[config.mk]
export PLATFORM = sky130hd
export DESIGN_NAME = cubic_bezier_polyline_smoother
export DESIGN_NICKNAME = d
export VERILOG_FILES = /design/src/cbps_pkg.sv /design/src/cubic_bezier_polyline_smoother.sv /design/src/cbps_ctrl.sv /design/src/cbps_dp.sv
export SDC_FILE = /design/constraint.sdc
export NUM_CORES = 2
export LEC_CHECK = 0
export BUFFER_PORTS_ARGS = -buffer_cell sky130_fd_sc_hd__buf_2
export CORE_ASPECT_RATIO = 0.5
export CORE_MARGIN = 2
export CORE_UTILIZATION = 65
export CTS_CLUSTER_DIAMETER = 80
export CTS_CLUSTER_SIZE = 10
export DETAILED_ROUTE_END_ITERATION = 12
export GPL_TIMING_DRIVEN = 0
export PLACE_DENSITY = 0.82
export SLEW_MARGIN = 10
export SYNTH_ARGS = -nofsm -noshare
export SYNTH_HDL_FRONTEND = slang
export SYNTH_SLANG_ARGS = --single-unit
[constraint.sdc]
create_clock -name clk_i -period 9.24 [get_ports clk_i]
set_clock_uncertainty 0.05 [all_clocks]
set_input_delay 1.848 -clock clk_i [delete_from_list [all_inputs] [get_ports clk_i]]
set_output_delay 1.848 -clock clk_i [all_outputs]
set_load 0.02 [all_outputs]
[src/cbps_pkg.sv]
`timescale 1ns / 1ps
// ----------------------------------------------------------------------------
// cbps_pkg
// Shared constants, codes and control types of the cubic Bezier smoother.
// ----------------------------------------------------------------------------
package cbps_pkg;

  localparam int unsigned COORD_W         = 32;
  localparam int unsigned SUB_W           = 6;
  localparam int unsigned MAX_SUBDIVISION = 63;
  localparam int unsigned SUB_RESET       = 20;
  localparam int unsigned DIV_STEPS       = 18;
  localparam int unsigned MSTEP_W         = 4;

  localparam logic CFG_SUBDIVISION = 1'b0;
  localparam logic CFG_THIN_MODE   = 1'b1;

  // multiply sequence steps
  localparam logic [MSTEP_W-1:0] MS_UU  = 4'd0;
  localparam logic [MSTEP_W-1:0] MS_TT  = 4'd1;
  localparam logic [MSTEP_W-1:0] MS_W0  = 4'd2;
  localparam logic [MSTEP_W-1:0] MS_W1  = 4'd3;
  localparam logic [MSTEP_W-1:0] MS_W2  = 4'd4;
  localparam logic [MSTEP_W-1:0] MS_X0  = 4'd5;
  localparam logic [MSTEP_W-1:0] MS_X1  = 4'd6;
  localparam logic [MSTEP_W-1:0] MS_X2  = 4'd7;
  localparam logic [MSTEP_W-1:0] MS_X3  = 4'd8;
  localparam logic [MSTEP_W-1:0] MS_Y0  = 4'd9;
  localparam logic [MSTEP_W-1:0] MS_Y1  = 4'd10;
  localparam logic [MSTEP_W-1:0] MS_Y2  = 4'd11;
  localparam logic [MSTEP_W-1:0] MS_Y3  = 4'd12;
  localparam logic [MSTEP_W-1:0] MS_END = 4'd13;

  typedef enum logic [1:0] {
    OS_IN,
    OS_CP,
    OS_CURVE
  } out_sel_e;

  typedef enum logic [3:0] {
    S_IDLE,
    S_PASS,
    S_DIV,
    S_TINIT,
    S_MUL,
    S_EMIT,
    S_NEXT,
    S_TAIL
  } state_e;

  typedef struct packed {
    logic                capture;
    logic                cp_we;
    logic [1:0]          cp_idx;
    logic                seg_from_in;
    logic                seg_from_cp2;
    logic                div_start;
    logic                div_step;
    logic                t_init;
    logic                t_next;
    logic                mstep_en;
    logic [MSTEP_W-1:0]  mstep;
    logic                out_load;
    out_sel_e            out_sel;
    logic [1:0]          out_cp_idx;
    logic                out_last;
  } cmd_t;

  typedef struct packed {
    logic             out_free;
    logic [SUB_W-1:0] n;
    logic             thin;
  } sts_t;

endpackage

[src/cubic_bezier_polyline_smoother.sv]
`timescale 1ns / 1ps
// ----------------------------------------------------------------------------
// cubic_bezier_polyline_smoother
// Turns a polyline into cubic Bezier curve points, one segment per three points.
// ----------------------------------------------------------------------------
// Usage:
//   Input beats (in_x_i, in_y_i, in_last_i) are taken on in_valid_i with
//   in_stall_o low; in_stall_o is high while an item is being worked on.
//   Output beats leave through a single output register on out_valid_o and
//   are held while out_stall_i is high; the sequencer waits for that
//   register, so a stalled receiver stalls the block.
//   The first point of a line is accepted, then loaded into the output
//   register; a point that closes no segment is only accepted.  A segment-
//   closing point runs a reciprocal division and a set-up step, then for
//   each parameter step j = 1..N of N subdivisions the shared-multiplier
//   products, an output load (skipped for even j in thin mode) and a step,
//   plus tail beats at line end and any receiver stall cycles.
//   Configuration (cfg_idx_i 0: subdivision, 1: thin mode) is written through
//   cfg_we_i; the user must do so only while idle, the block does not check.
//   Reset clears sequencer, output valid; loads subdivision 20, thin mode off.
// ----------------------------------------------------------------------------
module cubic_bezier_polyline_smoother (
  input  logic                               clk_i,
  input  logic                               rst_ni,
  input  logic                               cfg_we_i,
  input  logic                               cfg_idx_i,
  input  logic [cbps_pkg::SUB_W-1:0]         cfg_data_i,
  input  logic                               in_valid_i,
  output logic                               in_stall_o,
  input  logic signed [cbps_pkg::COORD_W-1:0] in_x_i,
  input  logic signed [cbps_pkg::COORD_W-1:0] in_y_i,
  input  logic                               in_last_i,
  output logic                               out_valid_o,
  input  logic                               out_stall_i,
  output logic signed [cbps_pkg::COORD_W-1:0] out_x_o,
  output logic signed [cbps_pkg::COORD_W-1:0] out_y_o,
  output logic                               out_last_o
);

  cbps_pkg::cmd_t cmd;
  cbps_pkg::sts_t sts;

  cbps_ctrl u_ctrl (
    .clk_i      (clk_i),
    .rst_ni     (rst_ni),
    .in_valid_i (in_valid_i),
    .in_last_i  (in_last_i),
    .in_stall_o (in_stall_o),
    .sts_i      (sts),
    .cmd_o      (cmd)
  );

  cbps_dp u_dp (
    .clk_i       (clk_i),
    .rst_ni      (rst_ni),
    .cfg_we_i    (cfg_we_i),
    .cfg_idx_i   (cfg_idx_i),
    .cfg_data_i  (cfg_data_i),
    .in_x_i      (in_x_i),
    .in_y_i      (in_y_i),
    .cmd_i       (cmd),
    .sts_o       (sts),
    .out_valid_o (out_valid_o),
    .out_stall_i (out_stall_i),
    .out_x_o     (out_x_o),
    .out_y_o     (out_y_o),
    .out_last_o  (out_last_o)
  );

endmodule

[src/cbps_ctrl.sv]
`timescale 1ns / 1ps
// ----------------------------------------------------------------------------
// cbps_ctrl
// Sequencer: point bookkeeping, segment stepping and output ordering.
// ----------------------------------------------------------------------------
module cbps_ctrl (
  input  logic            clk_i,
  input  logic            rst_ni,
  input  logic            in_valid_i,
  input  logic            in_last_i,
  output logic            in_stall_o,
  input  cbps_pkg::sts_t  sts_i,
  output cbps_pkg::cmd_t  cmd_o
);

  cbps_pkg::state_e state_q, state_d;
  logic [2:0] ps_q, ps_d;
  logic [1:0] phase_q, phase_d;
  logic       last_q, last_d;
  logic       short_q, short_d;
  logic [1:0] tcnt_q, tcnt_d;
  logic [1:0] tk_q, tk_d;
  logic [cbps_pkg::SUB_W-1:0]   j_q, j_d;
  logic [4:0] dcnt_q, dcnt_d;
  logic [cbps_pkg::MSTEP_W-1:0] ms_q, ms_d;

  logic       accept;
  logic [2:0] ps_inc;
  logic [1:0] ph_n;

  assign in_stall_o = (state_q != cbps_pkg::S_IDLE);
  assign accept     = in_valid_i && (state_q == cbps_pkg::S_IDLE);
  assign ps_inc     = (ps_q < 3'd4) ? ps_q + 3'd1 : 3'd4;
  assign ph_n       = phase_q + 2'd1;

  always_ff @(posedge clk_i or negedge rst_ni) begin
    if (!rst_ni) begin
      state_q <= cbps_pkg::S_IDLE;
      ps_q    <= '0;
      phase_q <= '0;
      last_q  <= 1'b0;
      short_q <= 1'b0;
      tcnt_q  <= '0;
      tk_q    <= '0;
      j_q     <= '0;
      dcnt_q  <= '0;
      ms_q    <= '0;
    end else begin
      state_q <= state_d;
      ps_q    <= ps_d;
      phase_q <= phase_d;
      last_q  <= last_d;
      short_q <= short_d;
      tcnt_q  <= tcnt_d;
      tk_q    <= tk_d;
      j_q     <= j_d;
      dcnt_q  <= dcnt_d;
      ms_q    <= ms_d;
    end
  end

  always_comb begin
    state_d = state_q;
    ps_d    = ps_q;
    phase_d = phase_q;
    last_d  = last_q;
    short_d = short_q;
    tcnt_d  = tcnt_q;
    tk_d    = tk_q;
    j_d     = j_q;
    dcnt_d  = dcnt_q;
    ms_d    = ms_q;
    cmd_o   = '0;
    cmd_o.out_sel    = cbps_pkg::OS_IN;
    cmd_o.cp_idx     = phase_q;
    cmd_o.mstep      = ms_q;
    cmd_o.out_cp_idx = tk_q;

    unique case (state_q)
      cbps_pkg::S_IDLE: begin
        if (accept) begin
          cmd_o.capture = 1'b1;
          last_d        = in_last_i;
          if (ps_q == 3'd0) begin
            cmd_o.seg_from_in = 1'b1;
            phase_d = '0;
            ps_d    = in_last_i ? 3'd0 : 3'd1;
            state_d = cbps_pkg::S_PASS;
          end else begin
            cmd_o.cp_we = 1'b1;
            short_d     = (ps_inc < 3'd4);
            tcnt_d      = ph_n;
            tk_d        = '0;
            ps_d        = ps_inc;
            if (ph_n == 2'd3) begin
              phase_d         = '0;
              dcnt_d          = '0;
              cmd_o.div_start = 1'b1;
              state_d         = cbps_pkg::S_DIV;
            end else begin
              phase_d = ph_n;
              state_d = in_last_i ? cbps_pkg::S_TAIL : cbps_pkg::S_IDLE;
            end
            if (in_last_i) begin
              ps_d    = '0;
              phase_d = '0;
            end
          end
        end
      end
      cbps_pkg::S_PASS: begin
        if (sts_i.out_free) begin
          cmd_o.out_load = 1'b1;
          cmd_o.out_sel  = cbps_pkg::OS_IN;
          cmd_o.out_last = last_q;
          state_d        = cbps_pkg::S_IDLE;
        end
      end
      cbps_pkg::S_DIV: begin
        cmd_o.div_step = 1'b1;
        dcnt_d         = dcnt_q + 5'd1;
        if (dcnt_q == 5'(cbps_pkg::DIV_STEPS - 1)) begin
          state_d = cbps_pkg::S_TINIT;
        end
      end
      cbps_pkg::S_TINIT: begin
        cmd_o.t_init = 1'b1;
        j_d          = cbps_pkg::SUB_W'(1);
        ms_d         = cbps_pkg::MS_UU;
        state_d      = cbps_pkg::S_MUL;
      end
      cbps_pkg::S_MUL: begin
        cmd_o.mstep_en = 1'b1;
        ms_d           = ms_q + 4'd1;
        if (ms_q == cbps_pkg::MS_END) begin
          state_d = cbps_pkg::S_EMIT;
        end
      end
      cbps_pkg::S_EMIT: begin
        if (sts_i.thin && !j_q[0]) begin
          state_d = cbps_pkg::S_NEXT;
        end else if (sts_i.out_free) begin
          cmd_o.out_load = 1'b1;
          cmd_o.out_sel  = cbps_pkg::OS_CURVE;
          state_d        = cbps_pkg::S_NEXT;
        end
      end
      cbps_pkg::S_NEXT: begin
        if (j_q == sts_i.n) begin
          cmd_o.seg_from_cp2 = 1'b1;
          state_d = last_q ? cbps_pkg::S_TAIL : cbps_pkg::S_IDLE;
        end else begin
          cmd_o.t_next = 1'b1;
          j_d          = j_q + cbps_pkg::SUB_W'(1);
          ms_d         = cbps_pkg::MS_UU;
          state_d      = cbps_pkg::S_MUL;
        end
      end
      cbps_pkg::S_TAIL: begin
        if (sts_i.out_free) begin
          cmd_o.out_load = 1'b1;
          if (short_q) begin
            cmd_o.out_sel  = cbps_pkg::OS_CP;
            cmd_o.out_last = (tk_q == tcnt_q - 2'd1);
            tk_d           = tk_q + 2'd1;
            if (tk_q == tcnt_q - 2'd1) begin
              state_d = cbps_pkg::S_IDLE;
            end
          end else begin
            cmd_o.out_sel  = cbps_pkg::OS_IN;
            cmd_o.out_last = 1'b1;
            state_d        = cbps_pkg::S_IDLE;
          end
        end
      end
      default: state_d = cbps_pkg::S_IDLE;
    endcase
  end

`ifndef NO_ASSERTIONS
  a_load_free: assert property (@(posedge clk_i) disable iff (!rst_ni)
    cmd_o.out_load |-> sts_i.out_free) else $error("output overwritten");
  a_cp_idx: assert property (@(posedge clk_i) disable iff (!rst_ni)
    cmd_o.cp_we |-> (cmd_o.cp_idx != 2'd3)) else $error("control point index");
  a_div_len: assert property (@(posedge clk_i) disable iff (!rst_ni)
    (state_q == cbps_pkg::S_DIV) |-> (dcnt_q < 5'(cbps_pkg::DIV_STEPS)))
    else $error("divider overrun");
  a_seg_end: assert property (@(posedge clk_i) disable iff (!rst_ni)
    (state_q == cbps_pkg::S_NEXT && j_q == sts_i.n && !last_q)
    |=> (state_q == cbps_pkg::S_IDLE)) else $error("segment end");
`endif

endmodule

[src/cbps_dp.sv]
`timescale 1ns / 1ps
// ----------------------------------------------------------------------------
// cbps_dp
// Datapath: point store, t stepping divider, shared multiplier, output register.
// ----------------------------------------------------------------------------
module cbps_dp (
  input  logic                        clk_i,
  input  logic                        rst_ni,
  input  logic                        cfg_we_i,
  input  logic                        cfg_idx_i,
  input  logic [cbps_pkg::SUB_W-1:0]  cfg_data_i,
  input  logic signed [cbps_pkg::COORD_W-1:0] in_x_i,
  input  logic signed [cbps_pkg::COORD_W-1:0] in_y_i,
  input  cbps_pkg::cmd_t              cmd_i,
  output cbps_pkg::sts_t              sts_o,
  output logic                        out_valid_o,
  input  logic                        out_stall_i,
  output logic signed [cbps_pkg::COORD_W-1:0] out_x_o,
  output logic signed [cbps_pkg::COORD_W-1:0] out_y_o,
  output logic                        out_last_o
);

  localparam int unsigned CW = cbps_pkg::COORD_W;

  logic [cbps_pkg::SUB_W-1:0] sub_q;
  logic                       thin_q;
  logic [cbps_pkg::SUB_W-1:0] n;
  logic [6:0]                 d;

  logic signed [CW-1:0] inx_q, iny_q, sx_q, sy_q;
  logic signed [CW-1:0] cpx_q [3];
  logic signed [CW-1:0] cpy_q [3];

  logic [7:0]  rem_q, rem_sh;
  logic [17:0] dvd_q, quo_q;
  logic [16:0] t_q, u;
  logic [6:0]  r_q;
  logic [7:0]  s_init, s_next;

  logic signed [33:0] ma;
  logic signed [17:0] mb;
  logic signed [51:0] prod_q, rnd1;
  logic signed [53:0] rnd3;
  logic [32:0] uu_q, tt_q;
  logic [16:0] w0_q, w1_q, w2_q;
  logic signed [17:0] w3_q;
  logic signed [18:0] w3_d;
  logic signed [51:0] accx_q, accy_q;

  logic signed [CW-1:0] cx, cy;
  logic                 out_valid_q, out_last_q;
  logic signed [CW-1:0] out_x_q, out_y_q;
  logic                 out_free;

  function automatic logic signed [31:0] conv(input logic signed [51:0] acc);
    logic signed [52:0] a;
    logic signed [36:0] sh;
    a  = 53'(acc) + 53'sd32768;
    sh = 37'(a >>> 16);
    if (a < -(53'sd1 <<< 47)) begin
      conv = 32'h7FFF_FFFF;
    end else if (sh > 37'sh0_7FFF_FFFF) begin
      conv = 32'h7FFF_FFFF;
    end else if (sh < -37'sh0_8000_0000) begin
      conv = 32'h8000_0000;
    end else begin
      conv = sh[31:0];
    end
  endfunction

  always_ff @(posedge clk_i or negedge rst_ni) begin
    if (!rst_ni) begin
      sub_q  <= cbps_pkg::SUB_W'(cbps_pkg::SUB_RESET);
      thin_q <= 1'b0;
    end else if (cfg_we_i) begin
      unique case (cfg_idx_i)
        cbps_pkg::CFG_SUBDIVISION: sub_q  <= cfg_data_i;
        cbps_pkg::CFG_THIN_MODE:   thin_q <= cfg_data_i[0];
        default: ;
      endcase
    end
  end

  assign n = (sub_q == '0) ? cbps_pkg::SUB_W'(1) :
             (sub_q > cbps_pkg::SUB_W'(cbps_pkg::MAX_SUBDIVISION)) ?
             cbps_pkg::SUB_W'(cbps_pkg::MAX_SUBDIVISION) : sub_q;
  assign d = {n, 1'b0};

  // point store
  always_ff @(posedge clk_i) begin
    if (cmd_i.capture) begin
      inx_q <= in_x_i;
      iny_q <= in_y_i;
    end
    if (cmd_i.cp_we) begin
      cpx_q[cmd_i.cp_idx] <= in_x_i;
      cpy_q[cmd_i.cp_idx] <= in_y_i;
    end
    if (cmd_i.seg_from_in) begin
      sx_q <= in_x_i;
      sy_q <= in_y_i;
    end else if (cmd_i.seg_from_cp2) begin
      sx_q <= cpx_q[2];
      sy_q <= cpy_q[2];
    end
  end

  // 2^17 / 2n, one quotient bit a cycle; then t stepped by quotient and remainder
  assign rem_sh = {rem_q[6:0], dvd_q[17]};
  assign s_init = {1'b0, quo_q[6:0] & 7'd0} + {1'b0, rem_q[6:0]} + {2'b0, n};
  assign s_next = {1'b0, r_q} + {1'b0, rem_q[6:0]};

  always_ff @(posedge clk_i) begin
    if (cmd_i.div_start) begin
      rem_q <= '0;
      quo_q <= '0;
      dvd_q <= 18'h2_0000;
    end else if (cmd_i.div_step) begin
      dvd_q <= {dvd_q[16:0], 1'b0};
      if (rem_sh >= {1'b0, d}) begin
        rem_q <= rem_sh - {1'b0, d};
        quo_q <= {quo_q[16:0], 1'b1};
      end else begin
        rem_q <= rem_sh;
        quo_q <= {quo_q[16:0], 1'b0};
      end
    end
    if (cmd_i.t_init) begin
      if (s_init >= {1'b0, d}) begin
        t_q <= quo_q[16:0] + 17'd1;
        r_q <= 7'(s_init - {1'b0, d});
      end else begin
        t_q <= quo_q[16:0];
        r_q <= s_init[6:0];
      end
    end else if (cmd_i.t_next) begin
      if (s_next >= {1'b0, d}) begin
        t_q <= t_q + quo_q[16:0] + 17'd1;
        r_q <= 7'(s_next - {1'b0, d});
      end else begin
        t_q <= t_q + quo_q[16:0];
        r_q <= s_next[6:0];
      end
    end
  end

  assign u = 17'h1_0000 - t_q;

  always_comb begin
    ma = '0;
    mb = '0;
    case (cmd_i.mstep)
      cbps_pkg::MS_UU: begin ma = 34'(u);            mb = 18'(u); end
      cbps_pkg::MS_TT: begin ma = 34'(t_q);          mb = 18'(t_q); end
      cbps_pkg::MS_W0: begin ma = 34'(uu_q);         mb = 18'(u); end
      cbps_pkg::MS_W1: begin ma = 34'(uu_q);         mb = 18'(t_q); end
      cbps_pkg::MS_W2: begin ma = 34'(tt_q);         mb = 18'(u); end
      cbps_pkg::MS_X0: begin ma = 34'(sx_q);         mb = 18'(w0_q); end
      cbps_pkg::MS_X1: begin ma = 34'(cpx_q[0]);     mb = 18'(w1_q); end
      cbps_pkg::MS_X2: begin ma = 34'(cpx_q[1]);     mb = 18'(w2_q); end
      cbps_pkg::MS_X3: begin ma = 34'(cpx_q[2]);     mb = w3_q; end
      cbps_pkg::MS_Y0: begin ma = 34'(sy_q);         mb = 18'(w0_q); end
      cbps_pkg::MS_Y1: begin ma = 34'(cpy_q[0]);     mb = 18'(w1_q); end
      cbps_pkg::MS_Y2: begin ma = 34'(cpy_q[1]);     mb = 18'(w2_q); end
      cbps_pkg::MS_Y3: begin ma = 34'(cpy_q[2]);     mb = w3_q; end
      default: ;
    endcase
  end

  assign rnd1 = prod_q + (52'sd1 <<< 31);
  assign rnd3 = (54'(prod_q) <<< 1) + 54'(prod_q) + (54'sd1 <<< 31);
  assign w3_d = 19'sh1_0000 - 19'(w0_q) - 19'(w1_q) - 19'(w2_q);

  always_ff @(posedge clk_i) begin
    if (cmd_i.mstep_en) begin
      prod_q <= 52'(ma) * 52'(mb);
      case (cmd_i.mstep)
        cbps_pkg::MS_TT: uu_q <= prod_q[32:0];
        cbps_pkg::MS_W0: tt_q <= prod_q[32:0];
        cbps_pkg::MS_W1: w0_q <= rnd1[48:32];
        cbps_pkg::MS_W2: w1_q <= rnd3[48:32];
        cbps_pkg::MS_X0: w2_q <= rnd3[48:32];
        cbps_pkg::MS_X1: begin
          w3_q   <= w3_d[17:0];
          accx_q <= prod_q;
        end
        cbps_pkg::MS_X2, cbps_pkg::MS_X3, cbps_pkg::MS_Y0: accx_q <= accx_q + prod_q;
        cbps_pkg::MS_Y1: accy_q <= prod_q;
        cbps_pkg::MS_Y2, cbps_pkg::MS_Y3, cbps_pkg::MS_END: accy_q <= accy_q + prod_q;
        default: ;
      endcase
    end
  end

  assign cx = conv(accx_q);
  assign cy = conv(accy_q);

  // output register
  assign out_free = !out_valid_q || !out_stall_i;

  always_ff @(posedge clk_i or negedge rst_ni) begin
    if (!rst_ni) begin
      out_valid_q <= 1'b0;
    end else if (cmd_i.out_load) begin
      out_valid_q <= 1'b1;
    end else if (!out_stall_i) begin
      out_valid_q <= 1'b0;
    end
  end

  always_ff @(posedge clk_i) begin
    if (cmd_i.out_load) begin
      out_last_q <= cmd_i.out_last;
      unique case (cmd_i.out_sel)
        cbps_pkg::OS_IN: begin
          out_x_q <= inx_q;
          out_y_q <= iny_q;
        end
        cbps_pkg::OS_CP: begin
          out_x_q <= cpx_q[cmd_i.out_cp_idx];
          out_y_q <= cpy_q[cmd_i.out_cp_idx];
        end
        default: begin
          out_x_q <= cx;
          out_y_q <= cy;
        end
      endcase
    end
  end

  assign out_valid_o   = out_valid_q;
  assign out_x_o       = out_x_q;
  assign out_y_o       = out_y_q;
  assign out_last_o    = out_last_q;
  assign sts_o.out_free = out_free;
  assign sts_o.n        = n;
  assign sts_o.thin     = thin_q;

`ifndef NO_ASSERTIONS
  a_n_range: assert property (@(posedge clk_i) disable iff (!rst_ni)
    (n != '0) && (n <= cbps_pkg::SUB_W'(cbps_pkg::MAX_SUBDIVISION)))
    else $error("subdivision out of range");
  a_t_range: assert property (@(posedge clk_i) disable iff (!rst_ni)
    cmd_i.mstep_en |-> (t_q <= 17'h1_0000)) else $error("t above one");
  a_rem_range: assert property (@(posedge clk_i) disable iff (!rst_ni)
    $past(cmd_i.t_next) |-> ({1'b0, r_q} < {1'b0, d})) else $error("t remainder");
`endif

endmodule
* Word-level counts from Yosys, hierarchy flattened
Memories as Yosys holds them, arrays and structs flattened. Index checks and enable logic that the tools add are counted.
Cells by class: bitwise operators 2, multipliers 1, multiplexer cells 94, add/sub/neg operators 26, magnitude comparators 12, reduce and logical (&&, ||, !) cells 46, equal/unequal tests 37
Operators with widths (number):
- $pmux 34 s12 | 1
- $mux 32 | 10
- $pmux 52 s2 | 2
- $pmux 32 s2 | 2
- $pmux 18 s6 | 1
- $add 52x17->53 const B | 2
- $lt 53x48->1 const B | 2
- $add 52x52->52 | 2
- $add 49x33->49 const B | 2
- $gt 37x32->1 const B | 2
- $lt 37x32->1 const B | 2
- $mux 17 | 4
- $mul 34x18->52 | 1
- $mux 4 | 13
- $add 49x49->49 | 1
- $sub 18x17->18 | 2
- $mux 7 | 5
- $add 17x1->17 const B | 2
- $eq 4x3->1 const B | 8
- $pmux 4 s8 | 1
- $mux 3 | 9
- $reduce_and 2->1 | 13
- $mux 1 | 25
- $eq 4x4->1 const B | 6
- other kinds (52) | 100
Word-level totals: register bits 571, logic and storage cells 254, output and inout bits 67, input bits 77, memories 2, memory bits (writable) 192
Memory list:
- u_dp.cpx_q | words 3, bits a word 32, read ports 4, clocked after memory_dff 0, write ports 1, line cbps_dp.sv:31 | logic signed [CW-1:0] cpx_q [3];
- u_dp.cpy_q | words 3, bits a word 32, read ports 4, clocked after memory_dff 0, write ports 1, line cbps_dp.sv:32 | logic signed [CW-1:0] cpy_q [3];

* Longest topological paths before layout
depth after elaboration 8, mapped depth 38, mapped depth without buffers 34

* By module
A second synthesis with hierarchy kept.
Second synthesis, totals: cells, all modules 6374, area, all modules 67293.3 um^2
Modules (own cells, without submodules):
- cbps_dp | sequential area each 23645.2 um^2, area each 65387.7 um^2, times used 1, cells an instance 6155
- cbps_ctrl | sequential area each 725.7 um^2, area each 1905.6 um^2, times used 1, cells an instance 219

* Worst setup path before layout
No wires, ideal clock.
kind register to register, from reg u_dp.t_q[8], to reg u_dp.prod_q[49] (data pin), data required time 8.932 ns, setup time 0.258 ns, clock period less this slack 8.533 ns, stages on the path, launching flop included 30, buffers on the path 2, data arrival time 8.226 ns, setup slack 0.707 ns, path through edfxtp_1 -> or4_1 -> or2_2 -> nor4_1 -> xnor2_1 -> inv_1 -> a21oi_1 -> clkbuf_1 -> nor2_1 -> fa_1 -> fa_1 -> fa_1 -> fa_1 -> fa_1 -> inv_1 -> fa_1 -> inv_1 -> ha_1 -> buf_4 -> o21a_1 -> a2111oi_2 -> o2111ai_1 -> a2111oi_2 -> o41a_1 -> o2bb2ai_2 -> o21ai_1 -> a21o_2 -> a21o_1 -> a21oi_1 -> xnor2_1
On the way: word-level cells in the longest chain between the ends 3, elaborated cells on any way between the ends 4, classes of those cells add/sub: 1; mul: 1; mux: 2
RTL lines:
- from (decl) | line cbps_dp.sv:36 | logic [16:0] t_q, u;
- from (signal assigned) | line cbps_dp.sv:130 | t_q <= quo_q[16:0] + 17'd1;
- from (signal assigned) | line cbps_dp.sv:133 | t_q <= quo_q[16:0];
- from (signal assigned) | line cbps_dp.sv:138 | t_q <= t_q + quo_q[16:0] + 17'd1;
- $sub 17x17->17 | line cbps_dp.sv:147 | assign u = 17'h1_0000 - t_q;
- $pmux 34 s12 / $pmux 18 s6 (equally long branches) | line cbps_dp.sv:152 | case (cmd_i.mstep)
- $mul 34x18->52 * | line cbps_dp.sv:176 | prod_q <= 52'(ma) * 52'(mb);
- to (signal assigned) | line cbps_dp.sv:176
- to (decl) | line cbps_dp.sv:42 | logic signed [51:0] prod_q, rnd1;
Every way passes the cells marked *; elsewhere a longest branch is shown, timed or not. A chain may end at the register's enable or synchronous reset.

* Worst setup path in the final report
from reg u_ctrl.ms_q[3] (netlist bit), to reg u_dp.prod_q[48] (data pin)
On the way: word-level cells in the longest chain between the ends 4, elaborated cells on any way between the ends 23, classes of those cells mul: 1; eq/ne: 12; mux: 2; reduce/logical: 8
RTL lines:
- from (decl) | line cbps_ctrl.sv:25 | logic [cbps_pkg::MSTEP_W-1:0] ms_q, ms_d;
- from (signal assigned) | line cbps_ctrl.sv:58 | ms_q <= ms_d;
- $eq 4x2->1, or another cell as far along | line cbps_dp.sv:152
- $reduce_or 2->1 (no source line) / $reduce_or 3->1 (equally long branches)
- $pmux 34 s12 / $pmux 18 s6 (equally long branches) | line cbps_dp.sv:152
- $mul 34x18->52 * | line cbps_dp.sv:176
Marks and branches as above.

==> impl_metrics.ini <==
[outcome]
outcome = complete, but fails checks
failed_checks = max-capacitance violations, max-slew violations, negative setup slack

[critical_path]
criticalPathCategory = flip-flop to flip-flop
rrSetupSlack_ns = -0.33
r2r-end = u_dp.prod_q[48]$_DFFE_PP_
arrival_ns = 10.00
crit_path_end_kind = flip-flop
slowest_stage = fa_1
worstSetupStartpoint = u_ctrl.ms_q[3]$_DFFE_PN0P_
cp.required_ns = 9.67
critPathMaxFanout = 10
cp-start-kind = flip-flop
reg2reg_depth = 31
cpMostUsedCell = fa_1
slowest_delay_ns = 0.56
crit-reg2reg-launch = u_ctrl.ms_q[3]$_DFFE_PN0P_

[logic_synthesis]
synthCells = 6341
netlist_area_um2 = 67540
synth_seq_cells = 826
yosys.area.top_type = edfxtp_1
synth_edf_count = 764
ys_seq_area_share_pct = 36.08
avgSynthCellArea_um2 = 10.65
synth_area_leaders = edfxtp_1 34%, fa_1 18%, ha_1 7.8%
synth_common_cells = 825 x inv_1, 764 x edfxtp_1, 731 x nand2_1
ys.flop_type = edfxtp_1
yosysUniqueCellTypes = 105
synthArstFlopShare_pct = 4.479
yosys_warnings = 0
synth.most_common_cell = inv_1
syn-num-nets = 7447
synth_top_area_share_pct = 33.97

[worst_hold_path]
min_to = u_dp.dvd_q[17]$_SDFFE_PP1P_
holdPathStages = 2
min_from = u_dp.dvd_q[17]$_SDFFE_PP1P_
hold_path.class = flip-flop to flip-flop

[place]
hpwlAfterDp_um = 201200
place_ws_ns = -3.480
place_congestion = 1.128
port_buffers = 143
place_area_um2 = 70580

[cells_and_area]
synthToLayoutAreaGrowth_pct = 14.69
layout-drive-gt1-share_pct = 15.16
final_nets = 7875
postLayoutCellArea_um2 = 77460

[sta]
fmax_mhz = 104.5
slew_headroom_pct = -2.593
hold_slack_ns = 0.4115
rsz0062_at_grt = true
setup_slack_ns = -0.3336
max_slew.worst_pin.slew_ns = 1.539
slew_violations = 5
fin_crit_sh_pct = 103.6
final_hold_viol_count = 0
finalSetupViolCount = 14
period_minus_slack_ns = 9.574

[cts]
clk_path_buf_depth = 3
clkTransAtPathRegs_ns = 0.05
clock-sinks = 826
numCtsBuffers = 94
cts_hold_buf = 0
cts.htree.levels = 3
cts-root-buf = clkbuf_16
cts_tree = done
clkLatencyLatePin_ns = 0.76

[die]
fp.dieArea_um2 = 106700
ioPinCount = 144
start_util_pct = 65.69
die_h_um = 231.9
placementRows = 83
design.core.area_um2 = 102800
die_x_um = 459.9

[grt]
grt_max_degree = 59
antenna_found_initial = 61
track_usage_pct = 50.82
grt_pass1_vias = 54614
grt_pass1_wl_um = 380300
overflow = 0

[flow_run]
maxCapViolations = 1

[detailed_routing]
wl_um = 273200
remaining_drc_errors = 0
routedWlPerCell_um = 33.20
num_vias = 57325
dr.pass1.iters = 12
ant_nets = 0
drtIter0Drc = 9640
routed_via_density = 6.966
worst max path at each step:
| stage | to | slack [ns] | cells after the start |
|---|---|---|---|
| global route | u_dp.prod_q[49]$_DFFE_PP_ | -0.31 | 32 |
| global placement | u_dp.prod_q[49]$_DFFE_PP_ | -3.48 | 31 |
| detailed placement | u_dp.prod_q[49]$_DFFE_PP_ | -3.48 | 34 |
| finish | u_dp.prod_q[48]$_DFFE_PP_ | -0.33 | 31 |
| floorplan | u_dp.prod_q[49]$_DFFE_PP_ | 0.71 | 29 |
| CTS | u_dp.prod_q[49]$_DFFE_PP_ | -0.17 | 33 |
logic make-up after synthesis:
family | after synthesis | share of synthesized area, %
multiplexers | 142 | 3.429
AND/OR/NAND/NOR | 1657 | 11.25
XOR/XNOR | 350 | 4.539
adder cells (fa/ha/maj) | 1029 | 25.84
AO/OA/AOI/OAI | 1236 | 12.52
flip-flops | 826 | 36.08
buffers and inverters | 1101 | 6.336
layer usage:
layer	GRT usage, %	up-vias	part of all wire, %
met4	28.54	64	7.4
met2	64.31	5046	37
met3	33.45	1201	20
li1	-	22932	-
met5	10.27	-	0.67
met1	63.57	28082	35
registers in the layout (all words and copies together), names as in the netlist, 7 cells and up:
name,flops
u_dp.accx_q,52
u_dp.accy_q,52
u_dp.cpx_q,128
u_dp.cpy_q,128
u_dp.inx_q,32
u_dp.iny_q,32
u_dp.out_x_o,32
u_dp.out_y_o,32
u_dp.prod_q,52
u_dp.quo_q,17
u_dp.r_q,7
u_dp.rem_q,7
u_dp.sx_q,32
u_dp.sy_q,32
u_dp.t_q,17
u_dp.tt_q,33
u_dp.uu_q,33
u_dp.w0_q,17
u_dp.w1_q,17
u_dp.w2_q,17
u_dp.w3_q,18
stage by stage:
stage / instances / TNS, ns / utilization (%)
6_report: 8229 / -2.474 / 75.35
5_1_grt: 8208 / -2.193 / 75.29
4_1_cts: 8111 / -0.4903 / 74.03
3_5_place_dp: 7873 / -73.16 / 68.65
3_3_place_gp: 7844 / -159.58 / 68.04
2_1_floorplan: 6341 / 0 / -
layout by cell type (no fill, tap or decap), types with 144 or more instances in the layout:
| cell | Yosys | routed |
|---|---|---|
| nor2_1 | 348 | 334 |
| edfxtp_1 | 764 | 764 |
| a21oi_1 | 279 | 257 |
| buf_4 | 1 | 166 |
| nand2_1 | 731 | 722 |
| clkbuf_1 | 236 | 144 |
| inv_1 | 825 | 812 |
| buf_2 | 10 | 154 |
| o21ai_0 | 221 | 216 |
| ha_1 | 419 | 397 |
| xor2_1 | 153 | 146 |
| fa_1 | 610 | 594 |
| xnor2_1 | 197 | 178 |
what timing repair did:
action,4_1_cts,5_1_grt
setup endpoints to repair,39,20
buffers inserted,123,65
pin swaps,77,113
gates resized for setup,434,158
area by class of cell:
type	instances	area [um^2]
clock buffer	132	2559
inverter	826	3108
antenna	56	140.1
sequential	826	24370
clock inverter	8	141.4
timing repair buffer	361	3097
fill	6792	25350
tap	1360	1702
buffer	246	1685
multi-input combinational	4414	40660
critical path, delay by kind of cell (launching register included):
family | cells | cell delay, ns
compound gates | 8 | 2.36
xor+xnor | 1 | 0.42
fa+ha+maj | 7 | 3.46
buf+inv | 9 | 1.47
flops | 1 | 0.44
simple gates | 6 | 1.10
Power is left out: the tool's default activity adds up to more than one toggle a clock period on the data nets, which glitch-free logic cannot reach.
